**config.mk**
```make
export PLATFORM = sky130hd
export DESIGN_NAME = button_gesture_debouncer_flat
export DESIGN_NICKNAME = d
export VERILOG_FILES = /design/src/hdl/bgd_pkg.sv /design/src/hdl/bgd_tick_if.sv /design/src/hdl/bgd_event_if.sv /design/src/hdl/button_gesture_debouncer.sv /design/src/flat_wrapper.sv
export SDC_FILE = /design/constraint.sdc
export NUM_CORES = 1
export LEC_CHECK = 0
export BUFFER_PORTS_ARGS = -buffer_cell sky130_fd_sc_hd__buf_2
export CORE_UTILIZATION = 45
export DETAILED_ROUTE_END_ITERATION = 16
export SLEW_MARGIN = 20
export SYNTH_ARGS = -nofsm -noshare
export SYNTH_HDL_FRONTEND = slang
export SYNTH_SLANG_ARGS = --single-unit
```
**constraint.sdc**
```tcl
create_clock -name clk -period 10.2 [get_ports clk]
set_input_delay 0.51 -clock clk [delete_from_list [all_inputs] [get_ports clk]]
set_output_delay 0.51 -clock clk [all_outputs]
set_load 0.1 [all_outputs]
```
**src/hdl/bgd_pkg.sv**
```systemverilog
package bgd_pkg;

	// Button phase codes as reported on the result channel.
	typedef enum logic [1:0] {
		PH_RELEASED   = 2'd0,
		PH_PRESSED    = 2'd1,
		PH_DEBOUNCING = 2'd2
	} phase_t;

	// Configuration register indexes.
	localparam int unsigned CFG_IDX_BITS = 3;
	localparam int unsigned CFG_DATA_BITS = 16;

	typedef logic [CFG_IDX_BITS-1:0] cfg_idx_t;

	localparam cfg_idx_t REG_SENSE_MODE      = 3'd0;
	localparam cfg_idx_t REG_ACTIVE_LEVEL    = 3'd1;
	localparam cfg_idx_t REG_TOUCH_THRESHOLD = 3'd2;
	localparam cfg_idx_t REG_DEBOUNCE_MS     = 3'd3;
	localparam cfg_idx_t REG_LONG_PRESS_MS   = 3'd4;
	localparam cfg_idx_t REG_DOUBLE_TAP_MS   = 3'd5;

	// Register reset values.
	localparam logic [15:0] RST_TOUCH_THRESHOLD = 16'd40;
	localparam logic [15:0] RST_DEBOUNCE_MS     = 16'd50;
	localparam logic [15:0] RST_LONG_PRESS_MS   = 16'd700;
	localparam logic [15:0] RST_DOUBLE_TAP_MS   = 16'd300;

endpackage

```
**src/hdl/bgd_tick_if.sv**
```systemverilog
interface bgd_tick_if;
	logic        valid;
	logic        ready;
	logic        pin_level;
	logic [15:0] touch_value;

	modport source (output valid, pin_level, touch_value, input ready);
	modport sink (input valid, pin_level, touch_value, output ready);
endinterface

```
**src/hdl/bgd_event_if.sv**
```systemverilog
interface bgd_event_if;
	logic            valid;
	logic            ready;
	bgd_pkg::phase_t phase;
	logic            click;
	logic            double_click;
	logic            long_press;
	logic            long_release;

	modport source (output valid, phase, click, double_click, long_press, long_release,
		input ready);
	modport sink (input valid, phase, click, double_click, long_press, long_release,
		output ready);
endinterface

```
**src/hdl/button_gesture_debouncer.sv**
```systemverilog
// Channel   Role  Payload                                            Transfer when
// tick_in   sink  pin_level, touch_value                             valid && ready
// event_out src   phase, click, double_click, long_press, long_rel.  valid && ready
// cfg       wr    cfg_we, cfg_index, cfg_wdata                       cfg_we high
//
// Each tick is captured in an input register and evaluated combinationally by the
// gesture logic, whose result lands in the output register: one transfer per
// cycle sustained while the output is not stalled. The critical path runs through
// two chained TIME_BITS-wide subtractions and compares against 16-bit registers.
// Reset clears all control and timing state and loads the register defaults.
// A stall at the output holds the result and lets one more tick wait in the
// input register before tick_in.ready drops.
module button_gesture_debouncer #(
	parameter int unsigned TIME_BITS = 32
) (
	input  logic                               clk,
	input  logic                               arst_n,
	input  logic                               cfg_we,
	input  bgd_pkg::cfg_idx_t                  cfg_index,
	input  logic [bgd_pkg::CFG_DATA_BITS-1:0]  cfg_wdata,
	bgd_tick_if.sink                           tick_in,
	bgd_event_if.source                        event_out
);
	import bgd_pkg::*;

	typedef logic [TIME_BITS-1:0] time_t;

	// Configuration registers.
	logic        sense_mode_q;
	logic        active_level_q;
	logic [15:0] touch_threshold_q;
	logic [15:0] debounce_ms_q;
	logic [15:0] long_press_ms_q;
	logic [15:0] double_tap_ms_q;

	// Input register.
	logic        valid_s1;
	logic        pin_level_s1;
	logic [15:0] touch_value_s1;

	// Output register.
	logic        valid_s2;
	phase_t      phase_s2;
	logic        click_s2;
	logic        double_s2;
	logic        long_s2;
	logic        lrel_s2;

	// Gesture state.
	time_t  now_q;
	phase_t phase_q;
	time_t  debounce_start_q;
	time_t  press_start_q;
	time_t  tap_time_q;
	logic   held_q;
	logic   long_reported_q;
	logic   awaiting_q;
	logic   pending_q;

	logic advance;

	// The input stage moves on whenever the output register is free or is being
	// emptied in this cycle, so a result that is being taken does not stop new ticks.
	assign advance = valid_s1 && (!valid_s2 || event_out.ready);
	assign tick_in.ready = !valid_s1 || advance;

	always_ff @(posedge clk or negedge arst_n) begin
		if (!arst_n) begin
			sense_mode_q      <= 1'b0;
			active_level_q    <= 1'b0;
			touch_threshold_q <= RST_TOUCH_THRESHOLD;
			debounce_ms_q     <= RST_DEBOUNCE_MS;
			long_press_ms_q   <= RST_LONG_PRESS_MS;
			double_tap_ms_q   <= RST_DOUBLE_TAP_MS;
		end else if (cfg_we) begin
			case (cfg_index)
				REG_SENSE_MODE:      sense_mode_q      <= cfg_wdata[0];
				REG_ACTIVE_LEVEL:    active_level_q    <= cfg_wdata[0];
				REG_TOUCH_THRESHOLD: touch_threshold_q <= cfg_wdata;
				REG_DEBOUNCE_MS:     debounce_ms_q     <= cfg_wdata;
				REG_LONG_PRESS_MS:   long_press_ms_q   <= cfg_wdata;
				REG_DOUBLE_TAP_MS:   double_tap_ms_q   <= cfg_wdata;
				default: ;
			endcase
		end
	end

	// Gesture evaluation for the tick held in the input register.
	logic   level;
	logic   active;
	logic   accept;
	phase_t phase_a;
	phase_t phase_b;
	time_t  press_start_n;
	time_t  debounce_start_n;
	time_t  since_debounce;
	time_t  since_press;
	time_t  since_tap;
	logic   held_a;
	logic   long_rep_a;
	logic   release_ev;
	logic   lrel;
	logic   dbl;
	logic   tap_set;
	logic   held_b;
	logic   long_ev;
	logic   pending_a;
	logic   awaiting_a;
	logic   click_ev;

	always_comb begin
		if (sense_mode_q) begin
			level = (touch_value_s1 < touch_threshold_q);
		end else begin
			level = pin_level_s1;
		end
		active = (level == active_level_q);

		// Sensing: a pressed level opens a debounce window when released, anything else releases.
		if (active) begin
			phase_a = (phase_q == PH_RELEASED) ? PH_DEBOUNCING : phase_q;
		end else begin
			phase_a = PH_RELEASED;
		end
		debounce_start_n = (active && phase_q == PH_RELEASED) ? now_q : debounce_start_q;

		// A window opened in this very tick has zero elapsed time and never passes,
		// so only a window already running needs the compare.
		since_debounce = now_q - debounce_start_q;
		accept = active && (phase_q == PH_DEBOUNCING) &&
			(since_debounce > time_t'(debounce_ms_q));

		phase_b       = accept ? PH_PRESSED : phase_a;
		press_start_n = accept ? now_q : press_start_q;
		held_a        = accept || held_q || (phase_b == PH_PRESSED);
		long_rep_a    = accept ? 1'b0 : long_reported_q;

		since_press = now_q - press_start_n;

		// Release after a press: long release, second tap, or first tap.
		release_ev = held_a && (phase_b == PH_RELEASED);
		lrel       = release_ev && (since_press >= time_t'(long_press_ms_q));
		dbl        = release_ev && !lrel && awaiting_q;
		tap_set    = release_ev && !lrel && !awaiting_q;
		held_b     = held_a && !release_ev;

		awaiting_a = tap_set || (awaiting_q && !dbl);
		pending_a  = tap_set || (pending_q && !dbl);

		long_ev = held_b && !long_rep_a && (since_press > time_t'(long_press_ms_q));

		// A tap stamped in this tick has zero elapsed time and cannot time out yet.
		since_tap = now_q - tap_time_q;
		click_ev  = pending_a && !tap_set && (since_tap > time_t'(double_tap_ms_q));
	end

	always_ff @(posedge clk or negedge arst_n) begin
		if (!arst_n) begin
			valid_s1         <= 1'b0;
			valid_s2         <= 1'b0;
			now_q            <= '0;
			phase_q          <= PH_RELEASED;
			debounce_start_q <= '0;
			press_start_q    <= '0;
			tap_time_q       <= '0;
			held_q           <= 1'b0;
			long_reported_q  <= 1'b0;
			awaiting_q       <= 1'b0;
			pending_q        <= 1'b0;
		end else begin
			if (tick_in.valid && tick_in.ready) begin
				valid_s1 <= 1'b1;
			end else if (advance) begin
				valid_s1 <= 1'b0;
			end

			if (advance) begin
				valid_s2 <= 1'b1;
			end else if (event_out.ready) begin
				valid_s2 <= 1'b0;
			end

			if (advance) begin
				now_q            <= now_q + time_t'(1);
				phase_q          <= phase_b;
				debounce_start_q <= debounce_start_n;
				press_start_q    <= press_start_n;
				if (tap_set) begin
					tap_time_q <= now_q;
				end
				held_q          <= held_b;
				long_reported_q <= long_rep_a || long_ev;
				awaiting_q      <= awaiting_a && !click_ev;
				pending_q       <= pending_a && !click_ev;
			end
		end
	end

	// Payload registers carry no reset.
	always_ff @(posedge clk) begin
		if (tick_in.valid && tick_in.ready) begin
			pin_level_s1   <= tick_in.pin_level;
			touch_value_s1 <= tick_in.touch_value;
		end
		if (advance) begin
			phase_s2  <= phase_b;
			click_s2  <= click_ev;
			double_s2 <= dbl;
			long_s2   <= long_ev;
			lrel_s2   <= lrel;
		end
	end

	assign event_out.valid        = valid_s2;
	assign event_out.phase        = phase_s2;
	assign event_out.click        = click_s2;
	assign event_out.double_click = double_s2;
	assign event_out.long_press   = long_s2;
	assign event_out.long_release = lrel_s2;

	// A double click clears the pending single click in the same tick.
	a_double_not_click: assert property (@(posedge clk) disable iff (!arst_n)
		advance && dbl |-> !click_ev)
		else $error("double click and click in one tick");

	// A long press is only reported while the button is still down.
	a_long_while_pressed: assert property (@(posedge clk) disable iff (!arst_n)
		advance && long_ev |-> phase_b == PH_PRESSED && !lrel)
		else $error("long press reported outside the pressed phase");

	// A long release only comes with the released phase.
	a_lrel_released: assert property (@(posedge clk) disable iff (!arst_n)
		advance && lrel |-> phase_b == PH_RELEASED)
		else $error("long release without release");

	// Every evaluated tick leaves a result in the output register.
	a_result_lands: assert property (@(posedge clk) disable iff (!arst_n)
		advance |=> valid_s2)
		else $error("evaluated tick lost");

	// Held is only kept while the phase is pressed.
	a_held_pressed: assert property (@(posedge clk) disable iff (!arst_n)
		held_q |-> phase_q == PH_PRESSED)
		else $error("held outside the pressed phase");

endmodule

```
**src/flat_wrapper.sv**
```systemverilog
// flat-port wrapper written by rule: the top's interface ports become plain ports
module button_gesture_debouncer_flat import bgd_pkg::*;
#(
	parameter int unsigned TIME_BITS = 32
)
  (clk, arst_n, cfg_we, cfg_index, cfg_wdata, tick_in_valid, tick_in_pin_level, tick_in_touch_value, tick_in_ready, event_out_valid, event_out_phase, event_out_click, event_out_double_click, event_out_long_press, event_out_long_release, event_out_ready);
  bgd_tick_if tick_in_i ();
  bgd_event_if event_out_i ();
  input  logic clk;
  input  logic arst_n;
  input  logic cfg_we;
  input  bgd_pkg::cfg_idx_t cfg_index;
  input  logic [bgd_pkg::CFG_DATA_BITS-1:0] cfg_wdata;
  input wire logic [$bits(tick_in_i.valid)-1:0] tick_in_valid;
  input wire logic [$bits(tick_in_i.pin_level)-1:0] tick_in_pin_level;
  input wire logic [$bits(tick_in_i.touch_value)-1:0] tick_in_touch_value;
  output wire logic [$bits(tick_in_i.ready)-1:0] tick_in_ready;
  output wire logic [$bits(event_out_i.valid)-1:0] event_out_valid;
  output wire logic [$bits(event_out_i.phase)-1:0] event_out_phase;
  output wire logic [$bits(event_out_i.click)-1:0] event_out_click;
  output wire logic [$bits(event_out_i.double_click)-1:0] event_out_double_click;
  output wire logic [$bits(event_out_i.long_press)-1:0] event_out_long_press;
  output wire logic [$bits(event_out_i.long_release)-1:0] event_out_long_release;
  input wire logic [$bits(event_out_i.ready)-1:0] event_out_ready;
  assign tick_in_i.valid = tick_in_valid;
  assign tick_in_i.pin_level = tick_in_pin_level;
  assign tick_in_i.touch_value = tick_in_touch_value;
  assign tick_in_ready = tick_in_i.ready;
  assign event_out_valid = event_out_i.valid;
  assign event_out_phase = event_out_i.phase;
  assign event_out_click = event_out_i.click;
  assign event_out_double_click = event_out_i.double_click;
  assign event_out_long_press = event_out_i.long_press;
  assign event_out_long_release = event_out_i.long_release;
  assign event_out_i.ready = event_out_ready;
  button_gesture_debouncer #(.TIME_BITS(TIME_BITS)) u_core (.clk(clk), .arst_n(arst_n), .cfg_we(cfg_we), .cfg_index(cfg_index), .cfg_wdata(cfg_wdata), .tick_in(tick_in_i), .event_out(event_out_i));
endmodule
```
==> reports/metrics.yaml, run 1 <==
run_status:
  outcome: "finished clean"
critical_path:
  cp.arrival_ns: 10.20
  startpoint: "u_core.debounce_start_q[1]"
  cp-end-kind: "flip-flop"
  slowest_stage: "dfrtp_1"
  critical_path_class: "reg -> reg"
  crit_buf_inv: 2
  cpLargestDelayFamily: "compound AO/OA/AOI/OAI gates"
  cp.required_ns: 10.64
  r2r_start: "u_core.debounce_start_q[1]"
  worst_setup_path_start_kind: "flip-flop"
  cpPeakStageDelay_ns: 0.38
  worstPathMaxFanout: 5
detailed_routing:
  route.detailed.drc: 0
  routedWlPerCell_um: 19.19
  totalWireLength_mm: 46.14
  ant_nets: 0
  vias: 14079
  drtIter0Drc: 1105
  avgViaCountPerCell: 5.856
  first_pass_iters: 5
synth:
  syn_area_per_cell_um2: 8.934
  synthCells: 1862
  syn_nets: 2062
  yosysWarningCount: 0
  synth_top_cell_area_share_pct: 28.13
  synth_xor_area_share_pct: 4.422
  ys_types: 85
  synthAdderAreaFrac_pct: 12.39
  synthMuxAreaShare_pct: 8.236
  synth_compound_area_share_pct: 19.16
  synthSimpleGateAreaFrac_pct: 15.89
  synthTopCellsByArea: "dfrtp_1 (28%), ha_1 (12%), mux2_2 (6.4%), edfxtp_1 (4.2%), nand2_1 (4.0%)"
  synth_top_family_by_area: "compound AO/OA/AOI/OAI gates"
  yosys.area.top_type: "dfrtp_1"
  synth_edf_count: 23
  ys_ff_latch: 225
  async_reset_ff_share_pct: 89.78
  ys.flop_type: "dfrtp_1"
  seq_area_frac_synth_pct: 34.65
  synth_area_mm2: 0.01664
placed_design:
  place.gp.congestion: 1.011
  hpwlAfterDp_mm: 35.49
  numPortBuffers: 48
grt:
  grt_usage_pct: 24.48
  grt_max_degree: 73
  grt-ovfl-total: 0
  grt_pass1_wl_mm: 73.91
  first_global_vias: 13569
  antenna_found_initial: 0
sta:
  slew_viol_final: 0
  timing.slew.headroom_pct: 35.35
  fmax_mhz: 102.4
  tns_ns: 0
  hold_viol: 0
  fin_crit_ns: 9.761
  worst_pin_slew_ns: 0.9646
  timing.clock.skew_ns: 0.02494
  finalCritPeriodShare_pct: 95.70
  setup_viol_count_final: 0
  worst_hold_slack_ns: 0.1076
finish:
  postLayoutCoreUtil_pct: 50.98
  fill_cells: 3412
  drive_gt1_share_pct: 14.72
  area.growth.synth_to_final_pct: 11.92
  diodes: 0
  nNetsFinal: 2115
clock_tree:
  cts_buffer_depth: 3
  clk_pin_slew_worst_paths_ns: 0.07
  cts_root_buffer: "clkbuf_16"
  ctsHtreeMaxLevel: 1
  insertion_delay_ns: 0.57
  cts_tree: "yes"
  cts_num_sinks: 225
  cts_buffers: 27
power:
  irDropWorstVdd_v: 0.0002323
  powerDensity_mw_per_mm2: 281.7
  leakagePower_uw: 0.008894
floorplanning:
  die_area_mm2: 0.03774
  core_area_mm2: 0.03652
  pin_count: 49
  die_w_um: 194.3
  rows: 70
  die_h_um: 194.3
  start_util_pct: 45.55
job:
  maxCapViolations: 0
worst_hold_path:
  min_path_type: "in -> reg"
  hold_path_startpoint: "tick_in_pin_level"
==> cells in the mapped netlist, types with 19 or more instances <==
master / count
mux2_2: 95
a21oi_1: 120
xnor2_1: 58
xor2_1: 26
nand4_1: 34
edfxtp_1: 23
nor2b_1: 20
nand2b_1: 24
nor3_1: 35
mux2i_1: 30
nor2_1: 119
o21a_1: 19
ha_1: 156
dfrtp_1: 187
o21ai_0: 133
nand3_1: 30
inv_1: 165
nand2_1: 178
clkbuf_1: 49
a21o_1: 49
==> area by class of cell <==
| class | count | area [um^2] | share of cell area [%] |
|---|---|---|---|
| clock buffer | 34 | 743.2 | 3.992 |
| clock inverter | 16 | 214.0 | 1.149 |
| inverter | 165 | 619.3 | 3.326 |
| multi-input combinational | 1410 | 10120 | 54.38 |
| sequential | 225 | 5766 | 30.97 |
| tap | 468 | 585.6 | 3.145 |
| timing repair buffer | 86 | 566.8 | 3.044 |
==> placed cells by master (no fill, tap or decap), drive strengths merged, types with 49 or more instances in the layout <==
| cell | n |
|---|---|
| dfrtp | 187 |
| a21o | 49 |
| inv | 170 |
| buf | 83 |
| nand2 | 178 |
| xnor2 | 58 |
| nor2 | 119 |
| a21oi | 121 |
| mux2 | 95 |
| o21ai | 140 |
| ha | 156 |
==> metal layers <==
layer / share of wire [%] / wire (um) / track usage, % / vias to the layer above
li1: - / - / - / 6828
met1: 49 / 22710 / 36.10 / 6840
met2: 43 / 19760 / 37.05 / 338
met3: 5.3 / 2441 / 3.044 / 73
met4: 2.7 / 1228 / 7.907 / 0
met5: 0 / 0 / 0 / -
==> where the power goes <==
group / leakage, uW / switching (uW) / internal, uW
Combinational: 0.00559 / 1780 / 1290
Clock: 0.000472 / 418 / 625
Sequential: 0.00283 / 71.6 / 1060
==> what timing repair did <==
action                                  CTS  global route
resized for setup                         0            25
endpoints found under the setup margin    0            35
hold buffers                              1             0
buffers inserted                          0             2
endpoints found under the hold margin     6             0
==> flip-flops by register name, indices dropped and copies added, names as in the netlist, 2 cells and up <==
name,count
u_core.debounce_start_q,32
u_core.now_q,32
u_core.press_start_q,32
u_core.tap_time_q,32
u_core.debounce_ms_q,16
u_core.double_tap_ms_q,16
u_core.long_press_ms_q,16
u_core.touch_threshold_q,16
u_core.touch_value_s1,16
u_core.event_out.phase,2
u_core.phase_q,2
==> cells by family (layout without fill, tap and decap cells) <==
logic type,count (synthesis),after routing
AND/OR/NAND/NOR,542,542
AO/OA/AOI/OAI,495,495
buffers and inverters,227,301
flip-flops,225,225
adder cells (fa/ha/maj),164,164
multiplexers,125,125
XOR/XNOR,84,84
==> metrics by stage <==
step	setup slack (ns)	power (uW)	instances	cell area, um^2
2_1_floorplan	0.2718	3317	1862	16640
3_3_place_gp	0.4370	4042	2350	17500
3_5_place_dp	0.2082	4092	2350	17500
4_1_cts	0.1298	5163	2401	18470
5_1_grt	-0.01181	5675	2404	18620
6_report	0.4389	5246	2404	18620
==> worst paths after layout <==
kind                                                    end  slack [ns]  cells after the start
worst min-delay path                    u_core.pin_level_s1        0.11                      1
worst max register to register            u_core.awaiting_q        0.44                     45
min in group asynchronous       u_core.debounce_start_q[23]        0.52                      2
max in group asynchronous                   u_core.now_q[8]        7.44                      4
worst max-delay path                      u_core.awaiting_q        0.44                     45
worst min register to register         u_core.tap_time_q[1]        0.48                      2
(Power assumes the default switching activity.)
==> run 2: changes to the inputs <==
--- a/config.mk
+++ b/config.mk
@@ -5,7 +5,7 @@
 export SDC_FILE = /design/constraint.sdc
 export NUM_CORES = 1
 export LEC_CHECK = 0
-export BUFFER_PORTS_ARGS = -buffer_cell sky130_fd_sc_hd__buf_2
+export BUFFER_PORTS_ARGS = -buffer_cell sky130_fd_sc_hd__buf_4
 export CORE_UTILIZATION = 45
 export DETAILED_ROUTE_END_ITERATION = 16
 export SLEW_MARGIN = 20
==> run 2 against run 1 <==
Against the previous run: wire length down 0.81%; combinational power about the same; hold slack gained 0.0028 ns; sequential share of layout area shrank 0.23 points; critical path depth increased by 2; maximum frequency is essentially flat; highest routed layer unchanged.
==> reports/metrics.yaml, run 2 (same netlist as run 1, synthesis figures left out) <==
detailed_routing:
  avgViaCountPerCell: 5.825
  vias: 14016
  ant_nets: 0
  totalWireLength_mm: 45.77
  drtIter0Drc: 991
  first_pass_iters: 5
  routedWlPerCell_um: 19.02
  route.detailed.drc: 0
floorplanning:
  die_area_mm2: 0.03774
  start_util_pct: 45.55
  core_area_mm2: 0.03652
  die_h_um: 194.3
  pin_count: 49
  die_w_um: 194.3
  rows: 70
sta:
  fmax_mhz: 102.4
  slew_viol_final: 0
  finalCritPeriodShare_pct: 95.75
  setup_viol_count_final: 0
  timing.clock.skew_ns: 0.02534
  tns_ns: 0
  hold_viol: 0
  fin_crit_ns: 9.766
  worst_pin_slew_ns: 0.9572
  timing.slew.headroom_pct: 35.85
critical_path:
  r2r_slack_ns: 0.43
  cp.required_ns: 10.64
  cp.arrival_ns: 10.20
  slowest_stage: "or3_1"
  endpoint: "u_core.tap_time_q[14]"
  cp-end-kind: "flip-flop"
  cpPeakStageDelay_ns: 0.40
  r2r_end: "u_core.tap_time_q[14]"
  worstPathMaxFanout: 19
  startpoint: "u_core.debounce_start_q[1]"
  crit_buf_inv: 3
  crit_top_cell: "nor2_1"
  reg2reg_depth: 47
  r2r_start: "u_core.debounce_start_q[1]"
  critical_path_class: "reg -> reg"
  cpLargestDelayFamily: "compound AO/OA/AOI/OAI gates"
  worst_setup_path_start_kind: "flip-flop"
  path_depth: 47
clock_tree:
  ctsHtreeMaxLevel: 1
  cts_buffers: 27
  insertion_delay_ns: 0.57
  clk_pin_slew_worst_paths_ns: 0.06
  cts_root_buffer: "clkbuf_16"
  cts_tree: "yes"
  cts_buffer_depth: 3
  cts_num_sinks: 225
power:
  clkPwrFrac_pct: 19.9
  powerDensity_mw_per_mm2: 280.9
  switching_share_pct: 43.04
  finalPower_uw: 5268
  p_int_uw: 3000
  pwr-share-comb_pct: 58.6
  irDropWorstVdd_v: 0.0003079
  leakagePower_uw: 0.008933
  power_switching_uw: 2268
  power_frac_seq_pct: 21.5
finish:
  finish.instance_area_mm2: 0.01876
  area.growth.synth_to_final_pct: 12.75
  mostFrequentLayoutCell: "dfrtp_1"
  final_cell_mix: "dfrtp_1 (187), nand2_1 (177), inv_1 (165)"
  drive_gt1_share_pct: 14.77
  nNetsFinal: 2116
placed_design:
  placed_cell_area_mm2: 0.01762
  numPortBuffers: 48
  place.gp.congestion: 0.9322
  hpwlAfterDp_mm: 35.12
job:
  maxCapViolations: 0
run_status:
  outcome: "finished clean"
grt:
  grt_max_degree: 81
  grt_pass1_wl_mm: 72.58
  grt-ovfl-total: 0
  antenna_found_initial: 0
  first_global_vias: 13524
  grt_usage_pct: 24.04
worst_hold_path:
  min_path_type: "in -> reg"
  hold_depth: 1
## run 2: layer usage
layer	vias to the layer above	track usage (%)	part of all wire, %	routed length, um
li1	6816	-	-	-
met3	90	2.766	5.2	2376
met1	6770	35.50	49	22550
met2	340	36.48	43	19510
met4	0	7.848	2.9	1329
met5	-	0	0	0
## run 2: worst min path at each step
stage,startpoint,to,slack [ns]
6_report,tick_in_touch_value[4],u_core.touch_value_s1[4],0.11
4_1_cts,tick_in_touch_value[5],u_core.touch_value_s1[5],0.09
3_5_place_dp,u_core.tap_time_q[8],u_core.tap_time_q[8],0.47
3_3_place_gp,u_core.tap_time_q[7],u_core.tap_time_q[7],0.46
2_1_floorplan,arst_n,u_core.active_level_q,0.21
5_1_grt,tick_in_touch_value[4],u_core.touch_value_s1[4],0.1
## run 2: layout make-up
class / count / area, um^2
Fill cell: 3402 / 17770
Multi-Input combinational cell: 1410 / 10110
Sequential cell: 225 / 5764
Clock buffer: 35 / 767.0
Timing Repair Buffer: 87 / 699.4
Inverter: 165 / 619.3
Tap cell: 468 / 585.6
Clock inverter: 15 / 211.5
Antenna cell: 1 / 2.502
## run 2: what timing repair did
action | in CTS | in global routing
setup endpoints to repair | 0 | 35
hold endpoints to repair | 59 | 0
hold buffers | 1 | 0
setup buffers | 0 | 2
gates resized for setup | 0 | 22
## run 2: stage by stage
step	util (%)	hold WS, ns	cells	setup WS (ns)
after floorplan	-	0.2144	1862	0.2718
after global placement	48.25	0.4629	2350	0.4016
after detailed placement	48.25	0.4712	2350	0.2606
after CTS	50.95	0.08922	2401	0.1893
after global routing	51.35	0.09843	2405	-0.05230
final	51.36	0.1105	2406	0.4340
## run 2: worst reg2reg max path: cells and delay by family, from the launching register on
kind / cells / cell delay [ns]
xor+xnor: 2 / 0.31
buf+inv: 3 / 0.32
compound gates: 19 / 3.82
simple gates: 16 / 2.88
mux: 1 / 0.30
flops: 1 / 0.37
fa+ha+maj: 6 / 1.62
## run 2: power by group through the flow
stage	Sequential, uW	Clock [uW]	Combinational (uW)
floorplan	1190	0	2130
global placement	1140	0	2910
detailed placement	1150	0	2950
CTS	1130	1070	2970
global route	1150	1100	3420
finish	1130	1050	3090
